===== config.mk =====
export PLATFORM = sky130hd
export DESIGN_NAME = two_class_exclusive_admission
export DESIGN_NICKNAME = d
export VERILOG_FILES = /design/src/sv/tcea_pkg.sv /design/src/sv/tcea_ctrl.sv /design/src/sv/tcea_datapath.sv /design/src/sv/two_class_exclusive_admission.sv
export VERILOG_INCLUDE_DIRS = /design/src /design/src/sv
export SDC_FILE = /design/constraint.sdc
export NUM_CORES = 1
export LEC_CHECK = 0
export BUFFER_PORTS_ARGS = -buffer_cell sky130_fd_sc_hd__buf_2
export CAP_MARGIN = 20
export CORE_MARGIN = 1.5
export CORE_UTILIZATION = 55
export DETAILED_ROUTE_END_ITERATION = 6
export GPL_ROUTABILITY_DRIVEN = 0
export PLACE_DENSITY = 0.74
export SYNTH_ARGS = -nofsm -noshare
export SYNTH_HDL_FRONTEND = slang
export SYNTH_SLANG_ARGS = --single-unit
export TNS_END_PERCENT = 1

===== constraint.sdc =====
create_clock -name clk -period 4.85 [get_ports clk]
set_clock_uncertainty 0.1 [all_clocks]
set_input_delay 0.97 -clock clk [delete_from_list [all_inputs] [get_ports clk]]
set_output_delay 0.97 -clock clk [all_outputs]
set_load 0.005 [all_outputs]

===== src/sv/two_class_exclusive_admission_assert.svh =====
// Assertion macros used by the datapath RTL file.
`ifndef TWO_CLASS_EXCLUSIVE_ADMISSION_ASSERT_SVH
`define TWO_CLASS_EXCLUSIVE_ADMISSION_ASSERT_SVH
`ifndef SYNTHESIS
// Same-cycle implication, disabled while reset is low.
`define TCEA_ASSERT_IMPLY(label, clk, rst_n, ante, cons) \
	label: assert property (@(posedge clk) disable iff (!rst_n) (ante) |-> (cons)) \
		else $error("admission check failed");
// Next-cycle implication, disabled while reset is low.
`define TCEA_ASSERT_NEXT(label, clk, rst_n, ante, cons) \
	label: assert property (@(posedge clk) disable iff (!rst_n) (ante) |=> (cons)) \
		else $error("admission check failed");
`else
`define TCEA_ASSERT_IMPLY(label, clk, rst_n, ante, cons)
`define TCEA_ASSERT_NEXT(label, clk, rst_n, ante, cons)
`endif
`endif


===== src/sv/tcea_pkg.sv =====
`default_nettype none
package tcea_pkg;

	// Input op codes
	localparam logic OP_ARRIVE = 1'b0;
	localparam logic OP_DEPART = 1'b1;

	// Result outcome codes
	localparam logic [2:0] OUT_QUEUED   = 3'd0;
	localparam logic [2:0] OUT_ADMITTED = 3'd1;
	localparam logic [2:0] OUT_WOKEN    = 3'd2;
	localparam logic [2:0] OUT_NOTHING  = 3'd3;
	localparam logic [2:0] OUT_ERROR    = 3'd4;

	// Register indexes
	localparam logic REG_CAPACITY     = 1'b0;
	localparam logic REG_STREAK_LIMIT = 1'b1;

	// Results per input item and the width of their count
	localparam int RESULT_LIMIT = 17;
	localparam int CNT_W = 5;

	// Saturation limits of the counters
	localparam logic [7:0] STREAK_MAX = 8'd255;
	localparam logic [4:0] INSIDE_MAX = 5'd31;

	// Reset values of the registers
	localparam logic [4:0] CAPACITY_RST     = 5'd2;
	localparam logic [7:0] STREAK_LIMIT_RST = 8'd4;

	typedef enum logic [1:0] {
		ST_IDLE,
		ST_EVAL,
		ST_CHAIN
	} ctl_state_t;

	// Commands from the controller to the datapath
	typedef struct packed {
		logic load;
		logic eval;
		logic chain;
	} tcea_cmd_t;

	// Status from the datapath to the controller
	typedef struct packed {
		logic slot_free;
		logic eval_final;
		logic chain_more;
	} tcea_sts_t;

endpackage
`default_nettype wire


===== src/sv/tcea_ctrl.sv =====
`default_nettype none
module tcea_ctrl
	import tcea_pkg::*;
(
	input  wire logic      clk,
	input  wire logic      arst_n,
	input  wire logic      in_valid,
	output logic           in_ready,
	input  tcea_sts_t      sts,
	output tcea_cmd_t      cmd
);

	ctl_state_t state_q;
	ctl_state_t state_nxt;

	// Advance state
	always_ff @(posedge clk or negedge arst_n) begin
		if (!arst_n) begin
			state_q <= ST_IDLE;
		end else begin
			state_q <= state_nxt;
		end
	end

	// Next state
	always_comb begin
		state_nxt = state_q;
		case (state_q)
			ST_IDLE: begin
				if (in_valid) begin
					state_nxt = ST_EVAL;
				end
			end
			ST_EVAL: begin
				if (sts.slot_free) begin
					state_nxt = sts.eval_final ? ST_IDLE : ST_CHAIN;
				end
			end
			ST_CHAIN: begin
				if (sts.slot_free && !sts.chain_more) begin
					state_nxt = ST_IDLE;
				end
			end
			default: begin
				state_nxt = ST_IDLE;
			end
		endcase
	end

	// Outputs
	always_comb begin
		in_ready  = 1'b0;
		cmd       = '0;
		case (state_q)
			ST_IDLE: begin
				in_ready = 1'b1;
				cmd.load = in_valid;
			end
			ST_EVAL: begin
				cmd.eval = sts.slot_free;
			end
			ST_CHAIN: begin
				cmd.chain = sts.slot_free;
			end
			default: begin
				in_ready = 1'b0;
			end
		endcase
	end

endmodule
`default_nettype wire


===== src/sv/tcea_datapath.sv =====
`default_nettype none
`include "two_class_exclusive_admission_assert.svh"
module tcea_datapath
	import tcea_pkg::*;
#(
	parameter int MAX_CAPACITY = 16,
	parameter int MAX_WAITING  = 255
) (
	input  wire logic       clk,
	input  wire logic       arst_n,
	input  tcea_cmd_t       cmd,
	output tcea_sts_t       sts,
	input  wire logic       in_op,
	input  wire logic       in_class,
	input  wire logic       cfg_wr_en,
	input  wire logic       cfg_index,
	input  wire logic [7:0] cfg_data,
	output logic            out_valid,
	input  wire logic       out_ready,
	output logic [2:0]      out_outcome,
	output logic            out_class,
	output logic            out_last
);

	localparam int WAIT_W = $clog2(MAX_WAITING + 1);
	localparam logic [WAIT_W-1:0] WAIT_FULL = WAIT_W'(MAX_WAITING);

	// Configuration
	logic [4:0] capacity_q;
	logic [7:0] streak_limit_q;
	logic [4:0] eff_cap;

	// Admission state
	logic [WAIT_W-1:0] waiting_q [2];
	logic [4:0]        inside_q [2];
	logic [7:0]        streak_q;
	logic [WAIT_W-1:0] waiting_nxt [2];
	logic [4:0]        inside_nxt [2];
	logic [7:0]        streak_nxt;

	// Current item and pending result
	logic             op_q;
	logic             cls_q;
	logic             chain_cls_q;
	logic [2:0]       pend_outcome_q;
	logic [CNT_W-1:0] cnt_q;

	// Output register
	logic       out_valid_q;
	logic [2:0] out_outcome_q;
	logic       out_class_q;
	logic       out_last_q;

	// Per-step results
	logic       push;
	logic [2:0] push_outcome;
	logic       push_class;
	logic       push_last;
	logic       set_pend;
	logic [2:0] pend_outcome_nxt;
	logic       chain_cls_nxt;
	logic       eval_final;
	logic       chain_more;

	// Evaluation locals
	logic       c;
	logic       o;
	logic       k;
	logic       ko;
	logic       blocked;
	logic [4:0] ins_dec;
	logic [7:0] streak_inc;
	logic [4:0] ins_inc;

	assign eff_cap = (32'(capacity_q) < MAX_CAPACITY) ? capacity_q : 5'(MAX_CAPACITY);

	// Evaluate the item or one wake step
	always_comb begin
		c                = cls_q;
		o                = ~cls_q;
		k                = chain_cls_q;
		ko               = ~chain_cls_q;
		waiting_nxt      = waiting_q;
		inside_nxt       = inside_q;
		streak_nxt       = streak_q;
		push             = 1'b0;
		push_outcome     = OUT_NOTHING;
		push_class       = cls_q;
		push_last        = 1'b1;
		set_pend         = 1'b0;
		pend_outcome_nxt = OUT_ADMITTED;
		chain_cls_nxt    = cls_q;
		eval_final       = 1'b1;
		blocked = (inside_q[o] != 5'd0) || (inside_q[c] >= eff_cap) ||
			(streak_q >= streak_limit_q);
		ins_dec = inside_q[c] - 5'd1;

		// First result of the item
		if (op_q == OP_ARRIVE) begin
			if (blocked) begin
				if (waiting_q[c] >= WAIT_FULL) begin
					push_outcome = OUT_ERROR;
				end else begin
					push_outcome = OUT_QUEUED;
					waiting_nxt[c] = waiting_q[c] + WAIT_W'(1);
				end
			end else begin
				eval_final       = 1'b0;
				pend_outcome_nxt = OUT_ADMITTED;
				chain_cls_nxt    = c;
			end
		end else begin
			if (inside_q[c] == 5'd0) begin
				push_outcome = OUT_ERROR;
			end else begin
				inside_nxt[c] = ins_dec;
				if ((waiting_q[c] != '0) && (streak_q < streak_limit_q)) begin
					waiting_nxt[c]   = waiting_q[c] - WAIT_W'(1);
					eval_final       = 1'b0;
					pend_outcome_nxt = OUT_WOKEN;
					chain_cls_nxt    = c;
				end else if ((ins_dec == 5'd0) && (waiting_q[o] != '0)) begin
					streak_nxt       = 8'd0;
					waiting_nxt[o]   = waiting_q[o] - WAIT_W'(1);
					eval_final       = 1'b0;
					pend_outcome_nxt = OUT_WOKEN;
					chain_cls_nxt    = o;
				end else begin
					if (ins_dec == 5'd0) begin
						streak_nxt = 8'd0;
					end
					push_outcome = OUT_NOTHING;
				end
			end
		end
		if (cmd.eval) begin
			push     = eval_final;
			set_pend = !eval_final;
		end

		// One wake step of the chain
		streak_inc = ((waiting_q[ko] != '0) && (streak_q != STREAK_MAX)) ?
			streak_q + 8'd1 : streak_q;
		ins_inc = (inside_q[k] != INSIDE_MAX) ? inside_q[k] + 5'd1 : inside_q[k];
		chain_more = (waiting_q[k] != '0) && (streak_inc < streak_limit_q) &&
			(ins_inc < eff_cap) && (32'(cnt_q) < RESULT_LIMIT);

		if (!cmd.eval) begin
			waiting_nxt = waiting_q;
			inside_nxt  = inside_q;
			streak_nxt  = streak_q;
		end
		if (cmd.chain) begin
			streak_nxt  = streak_inc;
			inside_nxt[k] = ins_inc;
			push         = 1'b1;
			push_outcome = pend_outcome_q;
			push_class   = k;
			push_last    = !chain_more;
			if (chain_more) begin
				waiting_nxt[k]   = waiting_q[k] - WAIT_W'(1);
				set_pend         = 1'b1;
				pend_outcome_nxt = OUT_WOKEN;
				chain_cls_nxt    = k;
			end
		end
	end

	// Write configuration registers
	always_ff @(posedge clk or negedge arst_n) begin
		if (!arst_n) begin
			capacity_q     <= CAPACITY_RST;
			streak_limit_q <= STREAK_LIMIT_RST;
		end else if (cfg_wr_en) begin
			case (cfg_index)
				REG_CAPACITY:     capacity_q     <= cfg_data[4:0];
				REG_STREAK_LIMIT: streak_limit_q <= cfg_data;
				default:          capacity_q     <= capacity_q;
			endcase
		end
	end

	// Update admission state
	always_ff @(posedge clk or negedge arst_n) begin
		if (!arst_n) begin
			waiting_q[0] <= '0;
			waiting_q[1] <= '0;
			inside_q[0]  <= '0;
			inside_q[1]  <= '0;
			streak_q     <= '0;
			cnt_q        <= '0;
		end else begin
			waiting_q <= waiting_nxt;
			inside_q  <= inside_nxt;
			streak_q  <= streak_nxt;
			if (cmd.eval) begin
				cnt_q <= CNT_W'(1);
			end else if (cmd.chain && chain_more) begin
				cnt_q <= cnt_q + CNT_W'(1);
			end
		end
	end

	// Capture the item and hold the pending result
	always_ff @(posedge clk) begin
		if (cmd.load) begin
			op_q  <= in_op;
			cls_q <= in_class;
		end
		if (set_pend) begin
			pend_outcome_q <= pend_outcome_nxt;
			chain_cls_q    <= chain_cls_nxt;
		end
	end

	// Output register: load on push, drop on transaction
	always_ff @(posedge clk or negedge arst_n) begin
		if (!arst_n) begin
			out_valid_q <= 1'b0;
		end else if (push) begin
			out_valid_q <= 1'b1;
		end else if (out_ready) begin
			out_valid_q <= 1'b0;
		end
	end

	always_ff @(posedge clk) begin
		if (push) begin
			out_outcome_q <= push_outcome;
			out_class_q   <= push_class;
			out_last_q    <= push_last;
		end
	end

	assign sts.slot_free  = !out_valid_q || out_ready;
	assign sts.eval_final = eval_final;
	assign sts.chain_more = chain_more;

	assign out_valid   = out_valid_q;
	assign out_outcome = out_outcome_q;
	assign out_class   = out_class_q;
	assign out_last    = out_last_q;

	`TCEA_ASSERT_IMPLY(a_one_class_inside, clk, arst_n, 1'b1,
		(inside_q[0] == 5'd0) || (inside_q[1] == 5'd0))
	`TCEA_ASSERT_IMPLY(a_push_into_free_slot, clk, arst_n, push, !out_valid_q || out_ready)
	`TCEA_ASSERT_IMPLY(a_result_count_bound, clk, arst_n, 1'b1, 32'(cnt_q) <= RESULT_LIMIT)
	`TCEA_ASSERT_NEXT(a_chain_step_counted, clk, arst_n, cmd.chain && chain_more,
		cnt_q == $past(cnt_q) + CNT_W'(1))

endmodule
`default_nettype wire


===== src/sv/two_class_exclusive_admission.sv =====
`default_nettype none
// Channel   Direction  Signals                     Content
// s         in         s_tvalid/s_tready           tdata[0] requester_class, tuser[0] op
// m         out        m_tvalid/m_tready           tdata[2:0] outcome, tdata[3] grant_class,
//                                                  tlast last
// cfg       in         cfg_wr_en                   cfg_index 0 capacity, 1 streak_limit
//
// One item at a time: the controller accepts an item, then evaluates it. A queued,
// error or nothing result is loaded at the evaluation; an admission or a wake loads
// each of its N results (N at most 17) on a chain step of its own.
// A stalled output holds the controller in place; the next item is accepted
// while the last result of the previous one still waits in the output register.
// Reset clears the counters and loads capacity 2 and streak_limit 4.
module two_class_exclusive_admission
	import tcea_pkg::*;
#(
	parameter int MAX_CAPACITY = 16,
	parameter int MAX_WAITING  = 255
) (
	input  wire logic       clk,
	input  wire logic       arst_n,
	input  wire logic       s_tvalid,
	output logic            s_tready,
	input  wire logic [7:0] s_tdata,   // [0] requester_class
	input  wire logic [0:0] s_tuser,   // [0] op
	output logic            m_tvalid,
	input  wire logic       m_tready,
	output logic [7:0]      m_tdata,   // [2:0] outcome, [3] grant_class
	output logic            m_tlast,
	input  wire logic       cfg_wr_en,
	input  wire logic       cfg_index,
	input  wire logic [7:0] cfg_data
);

	tcea_cmd_t  cmd;
	tcea_sts_t  sts;
	logic [2:0] outcome;
	logic       grant_class;

	tcea_ctrl u_ctrl (
		.clk      (clk),
		.arst_n   (arst_n),
		.in_valid (s_tvalid),
		.in_ready (s_tready),
		.sts      (sts),
		.cmd      (cmd)
	);

	tcea_datapath #(
		.MAX_CAPACITY (MAX_CAPACITY),
		.MAX_WAITING  (MAX_WAITING)
	) u_datapath (
		.clk         (clk),
		.arst_n      (arst_n),
		.cmd         (cmd),
		.sts         (sts),
		.in_op       (s_tuser[0]),
		.in_class    (s_tdata[0]),
		.cfg_wr_en   (cfg_wr_en),
		.cfg_index   (cfg_index),
		.cfg_data    (cfg_data),
		.out_valid   (m_tvalid),
		.out_ready   (m_tready),
		.out_outcome (outcome),
		.out_class   (grant_class),
		.out_last    (m_tlast)
	);

	// Pack the result fields
	assign m_tdata = {4'b0000, grant_class, outcome};

endmodule
`default_nettype wire


==> After elaboration in Yosys (flattened, before gate mapping) <==
Cells that the tools add are included.
{ "totals": {"reg_bits": 66, "in_bits": 23, "out_inout_bits": 11, "elab_cells": 193} }
{ "classes": {"n_addsub": 8, "n_lt_le_gt_ge": 15, "eq_ne": 10, "mux": 101, "bitwise": 7, "n_reduce_logical": 35} }
{ "op_table": {"columns": ["op", "count"], "rows": [
  ["$mux 8", 23],
  ["$mux 16", 9],
  ["$mux 5", 15],
  ["$bwmux 16", 4],
  ["$mux 10", 4],
  ["$reduce_bool 8->1", 4],
  ["$mux 3", 10],
  ["$demux 8 s1", 3],
  ["$sub 8x1->8 const B", 3],
  ["$mux 1", 23],
  ["$bwmux 10", 2],
  ["$add 8x1->8 const B", 2],
  ["$lt 8x8->1", 2],
  ["$logic_and 1x1->1", 11],
  ["$add 5x1->5 const B", 2],
  ["$demux 5 s1", 2],
  ["$logic_not 5->1", 2],
  ["$lt 5x5->1 const B", 2],
  ["$mux 2", 5],
  ["$ge 2x2->1 const B", 4],
  ["$ge 8x8->1", 1],
  ["$ge 8x8->1 const B", 1],
  ["$ne 2x1->1 const B", 4],
  ["$ne 8x8->1 const B", 1],
  ["other kinds (20)", 37]
]} }

==> Logic depth before layout (Yosys ltp) <==
Gate-level depths: netlist of run 1.
{ "logic_depth": {"word_depth": 16, "ltp_mapped": 17} }

==> By module <==
From an unflattened synthesis of run 1, not the netlist that was laid out.
{ "hier_totals": {"hier_cells": 671, "hier_area_um2": 5993.2} }
{ "modules_own_cells": {"columns": ["mod", "instances", "cells_each", "area_each_um2"], "rows": [
  ["tcea_datapath", 1, 652, 5834.3],
  ["tcea_ctrl", 1, 13, 117.6],
  ["two_class_exclusive_admission", 1, 6, 41.3]
]} }

==> Worst setup path after synthesis of run 1 <==
OpenSTA, ideal clock, no wires.
{ "synth_timing": {"kind": "flip-flop to flip-flop", "startpoint": "reg u_datapath.chain_cls_q", "endpoint": "reg u_datapath.waiting_q[4] (netlist bit)", "arrival_time_ps": 4200, "required_ps": 4626, "path_slack_ps": 426, "stages_incl_launch_ff": 18, "path_buffers": 3, "synth_period_minus_slack_ps": 4424, "path_cell_list": "edfxtp_1 buf_4 buf_1 mux2_2 ha_1 nand4_1 a21oi_2 mux2i_1 inv_1 ha_1 or3b_2 nor2_1 mux2i_1 a211o_1 or3b_1 clkbuf_1 a21o_1 a211o_1"} }
{ "synth_lines": {"columns": ["item", "line_no", "text"], "rows": [
  ["from (decl)", "tcea_datapath.sv:44", "logic chain_cls_q;"],
  ["from (signal assigned)", "tcea_datapath.sv:212", "chain_cls_q <= chain_cls_nxt;"],
  ["to (signal assigned)", "tcea_datapath.sv:193", "waiting_q <= waiting_nxt;"],
  ["to (decl)", "tcea_datapath.sv:34", "logic [WAIT_W-1:0] waiting_q [2];"]
]} }

==> qor.yml, run 1 <==
io_pins: 34
drt-total-wl_um: 17600
grt_pass1_wl_um: 28400
clk_root_buffer_cell: "clkbuf_8"
drive_gt1_share_pct: 14.1
stdcell_count: 853
core_area_um2: 10300
drv_slew: 0
p_per_area_nw_per_um2: 563
path_class: "flop to flop"
synth_top_area_share_pct: 23.0
clock_latency_ns: 0.37
whs_ns: 0.385
clockBufferDepth: 2
synth.distinct_cells: 82
nFillCells: 899
drtIter0Drc: 636
cellLeakagePower_nw: 2.79
synth_area_um2: 5780
clock_sinks: 65
ff_latch_area_um2: 1680
maxCapViolCount: 0
hold_violations: 0
area_delta_synth_final_pct: 9.14
rows: 37
portBuffers: 22
cts_hold_buf: 0
wl_per_cell_um: 20.7
status: "complete, but fails checks"
fmax_mhz: 217
fin_util_pct: 61.4
ant_nets: 0
track_usage_pct: 32.7
cp_max_fo: 8
tightestPinTransition_ns: 1.06
clk_pin_slew_ns: 0.09
dpl.cell_count: 834
die_area_um2: 11100
setup_violations: 0
min_path_type: "flop to flop"
arrival_ns: 4.74
via_per_inst: 6.73
synth_area_leader_cell: "dfrtp_1"
synthFlopType: "dfrtp_1"
drcViolationCount: 3
cts_tree: "done"
start_kind: "flop"
vias: 5742
syn_avg_cell_area_um2: 8.36
htreeDepth: 3
grt_start_max_net_pins: 56
synth_cells: 691
diodes: 0
multiInputGateArea_um2: 3780
post-route-period-util_pct: 95.0
grt_pass1_vias: 5578
hpwl_um: 12800
initial_utilization_pct: 56.2
ys.warnings.count: 0
synth_area_leaders: "dfrtp_1, ha_1, edfxtp_1"
grt_antenna_before_repair: 0
die_w_um: 105
yosysSeqAreaShare_pct: 29.1
grt_overflow: 0
nNetsFinal: 770
critPathRequiredTime_ns: 4.98
die_y_um: 105
first_pass_iters: 7
relSlewSlack_pct: 29.1
period_minus_slack_ns: 4.61
worst_setup_path_end_kind: "flop"
synth_edf_count: 10
cts_buffers: 9
violations: "design-rule violations"
ys_async_sr_fraction_pct: 84.6
ir_drop_uv: 262
ys_ff_latch: 65
power breakdown:
part	switching (W)	internal, W	total [W]
sequential	0.000220	0.000736	0.000956
combinational	0.00130	0.000801	0.00210
clock	0.000250	0.000242	0.000492
total	0.00177	0.00178	0.00355
worst paths after layout:
check	from	endpoint	slack (ns)	depth (start not counted)
worst max-delay path	u_datapath.waiting_q[13]	u_datapath.waiting_q[3]	0.24	15
worst min-delay path	u_ctrl.state_q[1]	u_ctrl.state_q[0]	0.38	1
worst max register to register	u_datapath.waiting_q[13]	u_datapath.waiting_q[3]	0.24	15
worst min register to register	u_ctrl.state_q[1]	u_ctrl.state_q[0]	0.38	1
max in group asynchronous	arst_n	u_datapath.inside_q[4]	3.48	2
min in group asynchronous	arst_n	u_datapath.waiting_q[5]	0.62	2
worst max-delay path, stage by stage (launching register included):
cell	delay (ns)
dfrtp_1	0.46
nor4_4	0.54
nand4_2	0.25
nand3_1	0.28
nor3_4	0.09
nand3_1	0.14
xnor2_1	0.18
ha_1	0.30
a211oi_1	0.28
o21ai_0	0.12
or3_1	0.35
a211o_1	0.41
or3b_1	0.47
buf_4	0.19
o211ai_1	0.17
nand4_1	0.12
layout by cell type (no fill, tap or decap), types with 5 or more instances in the layout:
master    instances
mux2_2           15
buf_2            22
o31ai_1           6
xnor2_1          19
a21oi_1          37
and3_1           12
o21ai_0          35
edfxtp_1         10
or3_1             6
dfrtp_1          53
nor4_1            8
a21o_1            6
a211oi_1         10
nor2_1           62
a211o_1           5
buf_4            30
nand3b_1          6
nand2_1          58
or4_1             6
ha_1             35
nor3b_1           5
and2_1            7
nor2b_1           6
a31oi_1           9
nor3_1           11
nand4_1          16
clkbuf_8          9
inv_1            36
o21a_1            5
mux2i_1          30
nand3_1          30
xor2_1           17
logic make-up after synthesis:
family | count (synthesis) | share of synthesized area [%]
simple gates | 261 | 24.0
compound gates | 167 | 19.8
buf+inv | 81 | 5.89
flops | 65 | 29.1
mux | 45 | 8.12
xor+xnor | 36 | 5.46
fa+ha+maj | 35 | 7.58
other cells | 1 | 0.0649
timing repair:
item                                    CTS  global route
buffers inserted                          0             3
gates resized for setup                   0             3
endpoints found under the setup margin    0            15
cell type report:
class,instances,area share [%]
Clock buffer,9,1.96
Multi-Input combinational cell,548,60.0
Sequential cell,65,26.6
Inverter,36,2.14
Timing Repair Buffer,52,5.32
Clock inverter,7,1.25
Tap cell,136,2.70
sequential cells by signal, indices dropped and copies added (netlist names):
name	cells
u_datapath.out_class	1
u_datapath.chain_cls_q	1
u_datapath.pend_outcome_q	2
u_datapath.cnt_q	5
u_datapath.waiting_q	16
u_datapath.streak_q	8
u_datapath.op_q	1
u_datapath.out_valid	1
u_datapath.capacity_q	5
u_datapath.out_outcome	3
u_datapath.c	1
u_ctrl.state_q	2
u_datapath.out_last	1
u_datapath.streak_limit_q	8
u_datapath.inside_q	10
cell usage after synthesis, drive strengths merged, types with 9 or more instances:
library cell and number:
nor3 12, nand4 17, nand3 30, nor2 62, a21oi 38, nor4 10, edfxtp 10, xnor2 19
buf 17, ha 35, o21ai 35, dfrtp 53, and3 13, a211oi 10, mux2i 30, mux2 15
xor2 17, inv 36, a31oi 9, nand2 59, clkbuf 28
routing by layer:
layer,track usage [%],part of all wire (%)
met5,0,0
met3,7.48,10
met1,40.0,38
met2,53.3,46
met4,18.4,5.6
per-stage QoR:
step | total power, W | TNS, ns | instance area, um^2 | setup WS, ns
6_report | 0.00355 | 0 | 6310 | 0.241
3_5_place_dp | 0.00296 | 0 | 6070 | 0.225
5_1_grt | 0.00377 | -0.00396 | 6310 | -0.00396
2_1_floorplan | 0.00236 | 0 | 5790 | 0.426
4_1_cts | 0.00346 | 0 | 6270 | 0.186
3_3_place_gp | 0.00290 | 0 | 6070 | 0.292
Note: power is estimated with default switching activity, not from simulation.
==> inputs of run 2 (changes only) <==
--- a/config.mk
+++ b/config.mk
@@ -15,5 +15,6 @@
 export PLACE_DENSITY = 0.74
 export SYNTH_ARGS = -nofsm -noshare
 export SYNTH_HDL_FRONTEND = slang
+export SYNTH_HIERARCHICAL = 1
 export SYNTH_SLANG_ARGS = --single-unit
 export TNS_END_PERCENT = 1
==> constraint.sdc (replaced) <==
create_clock -name clk -period 4.6 [get_ports clk]
set_clock_uncertainty 0.1 [all_clocks]
set_input_delay 0.92 -clock clk [delete_from_list [all_inputs] [get_ports clk]]
set_output_delay 0.92 -clock clk [all_outputs]
set_load 0.005 [all_outputs]
==> qor.yml, run 2 <==
status: "complete, but fails checks"
violations: "design-rule violations"
grt_pass1_wl_um: 27800  # -2.0%
setup_violations: 0  # unchanged
synth_edf_count: 10  # unchanged
largest_registers: "u_datapath/waiting_q (16), u_datapath/inside_q (10)"
maxCapViolCount: 0  # unchanged
drv_slew: 0  # unchanged
die_area_um2: 11500  # +3.6%
synth.distinct_cells: 97  # +18%
rsz0062_at_grt: "false"
synth_area_um2: 5990  # +3.7%
cellLeakagePower_nw: 2.67  # -4.4%
p_per_area_nw_per_um2: 640  # +14%
clock_latency_ns: 0.37  # about the same
regMostFlops: "u_datapath/waiting_q"
grt_start_max_net_pins: 38  # -32%
clock_sinks: 65  # unchanged
yosysSeqAreaShare_pct: 28.0  # -1.0 points
synth_area_leaders: "dfrtp_1, ha_1, edfxtp_1"
cp_max_fo: 12  # +4
arrival_ns: 4.25  # -0.49 ns
ys.warnings.count: 6  # +6
die_w_um: 107  # +1.8%
drt-total-wl_um: 17200  # -2.3%
worst_setup_path_end_kind: "flop"
stdcell_count: 826  # -3.2%
dpl-instance-area_um2: 6190  # +2.0%
core_area_um2: 10500  # +1.8%
synth_cells: 671  # -2.9%
fin_util_pct: 61.4  # about the same
synthFlopType: "dfrtp_1"
finalSetupTns_ns: 0  # unchanged
track_usage_pct: 31.3  # -1.4 points
critPathRequiredTime_ns: 4.73  # -0.25 ns
layout_common_cells: "dfrtp_1, nand2_1, nor2_1"
drive_gt1_share_pct: 18.0  # +3.9 points
cts_resized: 0  # unchanged
area_delta_synth_final_pct: 7.20
design_area_um2: 6420  # +1.9%
vias: 5605  # -2.4%
pre_cts_slack_ns: 0.645  # +0.420 ns
grt_antenna_before_repair: 0  # unchanged
synthTopCellsByCount: "dfrtp_1, nand2_1, nor2_1, ha_1, inv_1"
start_kind: "flop"
via_per_inst: 6.79  # +0.80%
relSlewSlack_pct: 38.3  # +9.1 points
clk_pin_slew_ns: 0.09  # about the same
ir_drop_uv: 358  # +37%
cts_hold_buf: 0  # unchanged
period_minus_slack_ns: 4.12  # -0.487 ns
clockBufferDepth: 2  # unchanged
tightestPinTransition_ns: 0.918  # -0.141 ns
mostFrequentLayoutCell: "dfrtp_1"
nNetsFinal: 744  # -3.4%
ys_async_sr_fraction_pct: 84.6  # unchanged
wl_per_cell_um: 20.9  # +0.90%
grt_overflow: 0  # unchanged
fmax_mhz: 243  # +12%
synth_top_area_share_pct: 22.1  # -0.82 points
cts_buffers: 9  # unchanged
initial_utilization_pct: 57.3  # +1.1 points
hpwl_um: 12700  # -0.41%
clk_root_buffer_cell: "clkbuf_8"
first_pass_iters: 7  # unchanged
hold_violations: 0  # unchanged
ys_ff_latch: 65  # unchanged
min_path_type: "input port to asynchronous set/reset pin"
diodes: 0  # unchanged
htreeDepth: 3  # unchanged
largest_reg_flops: 16  # unchanged
setup_ws_ns: 0.479  # +0.237 ns
io_pins: 34  # unchanged
yosysMostFrequentCell: "dfrtp_1"
syn_avg_cell_area_um2: 8.93  # +6.8%
drcViolationCount: 1  # -2
dpl.cell_count: 810  # -2.9%
post-route-period-util_pct: 89.6  # -5.4 points
grt_pass1_vias: 5517  # -1.1%
ant_nets: 0  # unchanged
cts_setup_buffers: 0  # unchanged
cts_tree: "done"
path_class: "flop to flop"
drtIter0Drc: 697  # +9.6%
portBuffers: 22  # unchanged
rows: 37  # unchanged
die_y_um: 107  # +1.8%
synth_area_leader_cell: "dfrtp_1"
[run 2: cell types whose count changed in the layout (fill, tap and decap cells not counted), sizes merged, moves of 5 or more]
| cell | change |
|---|---|
| nor3 | +14 |
| xor2 | -6 |
| xnor2 | +10 |
| nand3 | -10 |
| nand4 | -5 |
| o21ai | +7 |
| and3 | -5 |
| buf | -8 |
| and4 | +5 |
| o31ai | -6 |
| nand2 | -9 |
| nor2 | -12 |
[run 2: kinds of logic after synthesis]
family          after synthesis  synth area share, %
simple gates                236                 22.7
compound gates              164                 20.4
buf+inv                      82                 6.72
flops                        65                 28.0
mux                          47                 8.43
xor+xnor                     40                 6.10
fa+ha+maj                    36                 7.52
other cells                   1               0.0626
[run 2: worst paths after layout]
kind / start / endpoint / slack (ns) / cells past startpoint
worst min register to register: u_ctrl/state_q[1] / u_ctrl/state_q[0] / 0.40 / 1
min in group clk: u_ctrl/state_q[1] / u_ctrl/state_q[0] / 0.40 / 1
worst min-delay path: arst_n / u_datapath/waiting_q[14] / 0.40 / 1
max in group asynchronous: arst_n / u_datapath/capacity_q[1] / 3.11 / 2
worst max-delay path: u_datapath/waiting_q[5] / u_datapath/cnt_q[1] / 0.48 / 15
worst max register to register: u_datapath/waiting_q[5] / u_datapath/cnt_q[1] / 0.48 / 15
[run 2: worst max-delay path, cell delays in order, from the launching register on]
cell and delay [ns]:
dfrtp_1 0.66, nor2_1 0.15, and4_1 0.24, nor3_2 0.33, and4_1 0.34, nand3_1 0.12, xnor2_1 0.22, ha_1 0.28
a21oi_1 0.15, nor2b_1 0.07, o21ai_0 0.32, nand4_4 0.23, nor3b_4 0.32, buf_4 0.22, mux2i_1 0.18, nor2_1 0.05
[run 2: stage by stage]
step,hold WS (ns),power (W)
after floorplan,0.348,0.00281
after global placement,0.380,0.00334
after detailed placement,0.385,0.00343
after CTS,0.395,0.00404
after global routing,0.424,0.00437
final,0.395,0.00411
[run 2: area by class of cell]
cell class                      count  area (um^2)
Clock buffer                       10          128
Clock inverter                      6          108
Fill cell                         918         4040
Inverter                           38          143
Multi-Input combinational cell    527         3920
Sequential cell                    65         1680
Tap cell                          136          170
Timing Repair Buffer               44          275
[run 2: layer usage]
metal | wire length, um | global-route usage, % | up-vias | part of all wire [%]
met3 | 1980 | 8.17 | 87 | 11
met5 | 0 | 0 | - | 0
li1 | - | - | 2513 | -
met1 | 6900 | 39.6 | 2638 | 40
met4 | 883 | 16.5 | 0 | 5.1
met2 | 7470 | 48.9 | 367 | 43
[run 2: power breakdown]
| group | switching, W | internal, W |
|---|---|---|
| clock network | 0.000246 | 0.000358 |
| registers | 0.000281 | 0.000789 |
| logic | 0.00148 | 0.000957 |
| total | 0.00200 | 0.00210 |
==> inputs of run 3 (changes only) <==
--- a/config.mk
+++ b/config.mk
@@ -6,13 +6,13 @@
 export SDC_FILE = /design/constraint.sdc
 export NUM_CORES = 1
 export LEC_CHECK = 0
-export BUFFER_PORTS_ARGS = -buffer_cell sky130_fd_sc_hd__buf_2
 export CAP_MARGIN = 20
 export CORE_MARGIN = 1.5
 export CORE_UTILIZATION = 55
 export DETAILED_ROUTE_END_ITERATION = 6
+export DONT_BUFFER_PORTS = 1
 export GPL_ROUTABILITY_DRIVEN = 0
-export PLACE_DENSITY = 0.74
+export PLACE_DENSITY = 0.71
 export SYNTH_ARGS = -nofsm -noshare
 export SYNTH_HDL_FRONTEND = slang
 export SYNTH_HIERARCHICAL = 1
==> qor.yml, run 3 (synthesized netlist as in run 2, its figures left out) <==
hpwl_um: 12600  # -1.2%
nNetsFinal: 724  # -2.7%
drive_gt1_share_pct: 15.7  # -2.3 points
drt-total-wl_um: 17200  # -0.12%
tightestPinTransition_ns: 0.859  # -0.0589 ns
via_per_inst: 6.81  # +0.34%
grt_pass1_vias: 5333  # -3.3%
maxCapViolCount: 0  # unchanged
whs_ns: 0.142  # -0.253 ns
drv_slew: 0  # unchanged
track_usage_pct: 31.5  # +0.18 points
first_pass_iters: 7  # unchanged
area_delta_synth_final_pct: 5.51
design_area_um2: 6320  # -1.6%
dpl-instance-area_um2: 6090  # -1.5%
cts_buffers: 9  # unchanged
fin_util_pct: 60.4  # -0.97 points
grt_antenna_before_repair: 0  # unchanged
cellLeakagePower_nw: 2.58  # -3.2%
relSlewSlack_pct: 42.2  # +4.0 points
hold_violations: 0  # unchanged
max_stage_delay_ns: 0.67  # about the same
rsz0062_at_grt: "false"
worst_setup_path_end_kind: "flop"
arrival_ns: 4.43  # +0.18 ns
cts_setup_buffers: 0  # unchanged
wl_per_cell_um: 21.4  # +2.4%
crit_chain: "mux2i_1 -> inv_1 -> ha_1 -> inv_1 -> a211oi_2 -> buf_4 -> nor2_1 -> inv_1 -> ha_1 -> a21oi_1 -> nor2b_1 -> o21ai_0 -> nand4_4 -> nor2_2 -> nand2_1 -> a31oi_1"
clk_root_buffer_cell: "clkbuf_8"
ant_nets: 0  # unchanged
io_pins: 34  # unchanged
cts_hold_buf: 0  # unchanged
mostFrequentLayoutCell: "dfrtp_1"
finalSetupTns_ns: 0  # unchanged
rows: 37  # unchanged
slowest_stage: "edfxtp_1"
cts_tree: "done"
htreeDepth: 3  # unchanged
fmax_mhz: 235  # -3.1%
period_minus_slack_ns: 4.25  # +0.131 ns
grt_overflow: 0  # unchanged
die_area_um2: 11500  # unchanged
cp_common_cell: "inv_1"
regMostFlops: "u_datapath/waiting_q"
initial_utilization_pct: 57.3  # unchanged
clockBufferDepth: 2  # unchanged
start_kind: "flop"
clock_sinks: 65  # unchanged
vias: 5488  # -2.1%
drtIter0Drc: 650  # -6.7%
layout_common_cells: "dfrtp_1, nand2_1, nor2_1"
status: "complete, but fails checks"
die_y_um: 107  # unchanged
cp_max_fo: 9  # -3
path_class: "flop to flop"
grt_start_max_net_pins: 56  # +47%
clock_latency_ns: 0.37  # about the same
post-route-period-util_pct: 92.4  # +2.8 points
p_per_area_nw_per_um2: 638  # -0.30%
drcViolationCount: 3  # +2
largest_registers: "u_datapath/waiting_q (16), u_datapath/inside_q (10)"
ir_drop_uv: 362  # +0.90%
cts_resized: 0  # unchanged
min_path_type: "input port to asynchronous set/reset pin"
grt_pass1_wl_um: 28000  # +0.57%
die_w_um: 107  # unchanged
critPathRequiredTime_ns: 4.78  # +0.05 ns
diodes: 0  # unchanged
largest_reg_flops: 16  # unchanged
portBuffers: 0  # -100%
core_area_um2: 10500  # unchanged
clk_pin_slew_ns: 0.08  # about the same
violations: "design-rule violations"
setup_violations: 0  # unchanged
[run 3: layer usage]
metal  vias up  share of wire (%)  GRT usage [%]
met5         -                  0              0
met4         0                4.6           16.1
met3        81                 10           6.11
met2       339                 44           48.3
met1      2596                 41           42.1
li1       2472                  -              -
[run 3: power by group]
part | total, W | switching, W | internal (W)
clock | 0.000569 | 0.000249 | 0.000320
sequential | 0.00105 | 0.000257 | 0.000790
combinational | 0.00242 | 0.00148 | 0.000932
total | 0.00403 | 0.00199 | 0.00204
[run 3: path summary, 6_finish.rpt]
path                                             start                      endpoint  slack (ns)  cells after the start
worst min-delay path                            arst_n       u_datapath/waiting_q[7]        0.14                      0
worst max-delay path            u_datapath/chain_cls_q       u_datapath/waiting_q[3]        0.35                     16
min in group clk                     u_ctrl/state_q[1]             u_ctrl/state_q[0]        0.40                      1
worst min register to register       u_ctrl/state_q[1]             u_ctrl/state_q[0]        0.40                      1
worst max register to register  u_datapath/chain_cls_q       u_datapath/waiting_q[3]        0.35                     16
max in group asynchronous                       arst_n  u_datapath/streak_limit_q[2]        4.04                      0
[run 3: final cells by class]
class | count | area (um^2)
Fill cell | 902 | 4140
Multi-Input combinational cell | 527 | 3920
Clock buffer | 10 | 138
Sequential cell | 65 | 1680
Tap cell | 136 | 170
Inverter | 38 | 143
Clock inverter | 6 | 91.3
Timing Repair Buffer | 24 | 180
[run 3: through the flow]
stage,power [W],worst slack (ns),instances
final,0.00403,0.348,806
after global routing,0.00429,0.232,806
after CTS,0.00397,0.512,806
after detailed placement,0.00338,0.533,790
after global placement,0.00330,0.545,790
after floorplan,0.00281,0.637,674
[run 3: critical path: cells and delay by family, from the launching register on]
family | cells | cell delay (ns)
AOI/OAI and AO/OA | 4 | 0.87
adders and majority gates | 2 | 0.53
buffers and inverters | 4 | 0.45
DFF | 1 | 0.67
muxes | 1 | 0.44
and+or+nand+nor | 5 | 1.11
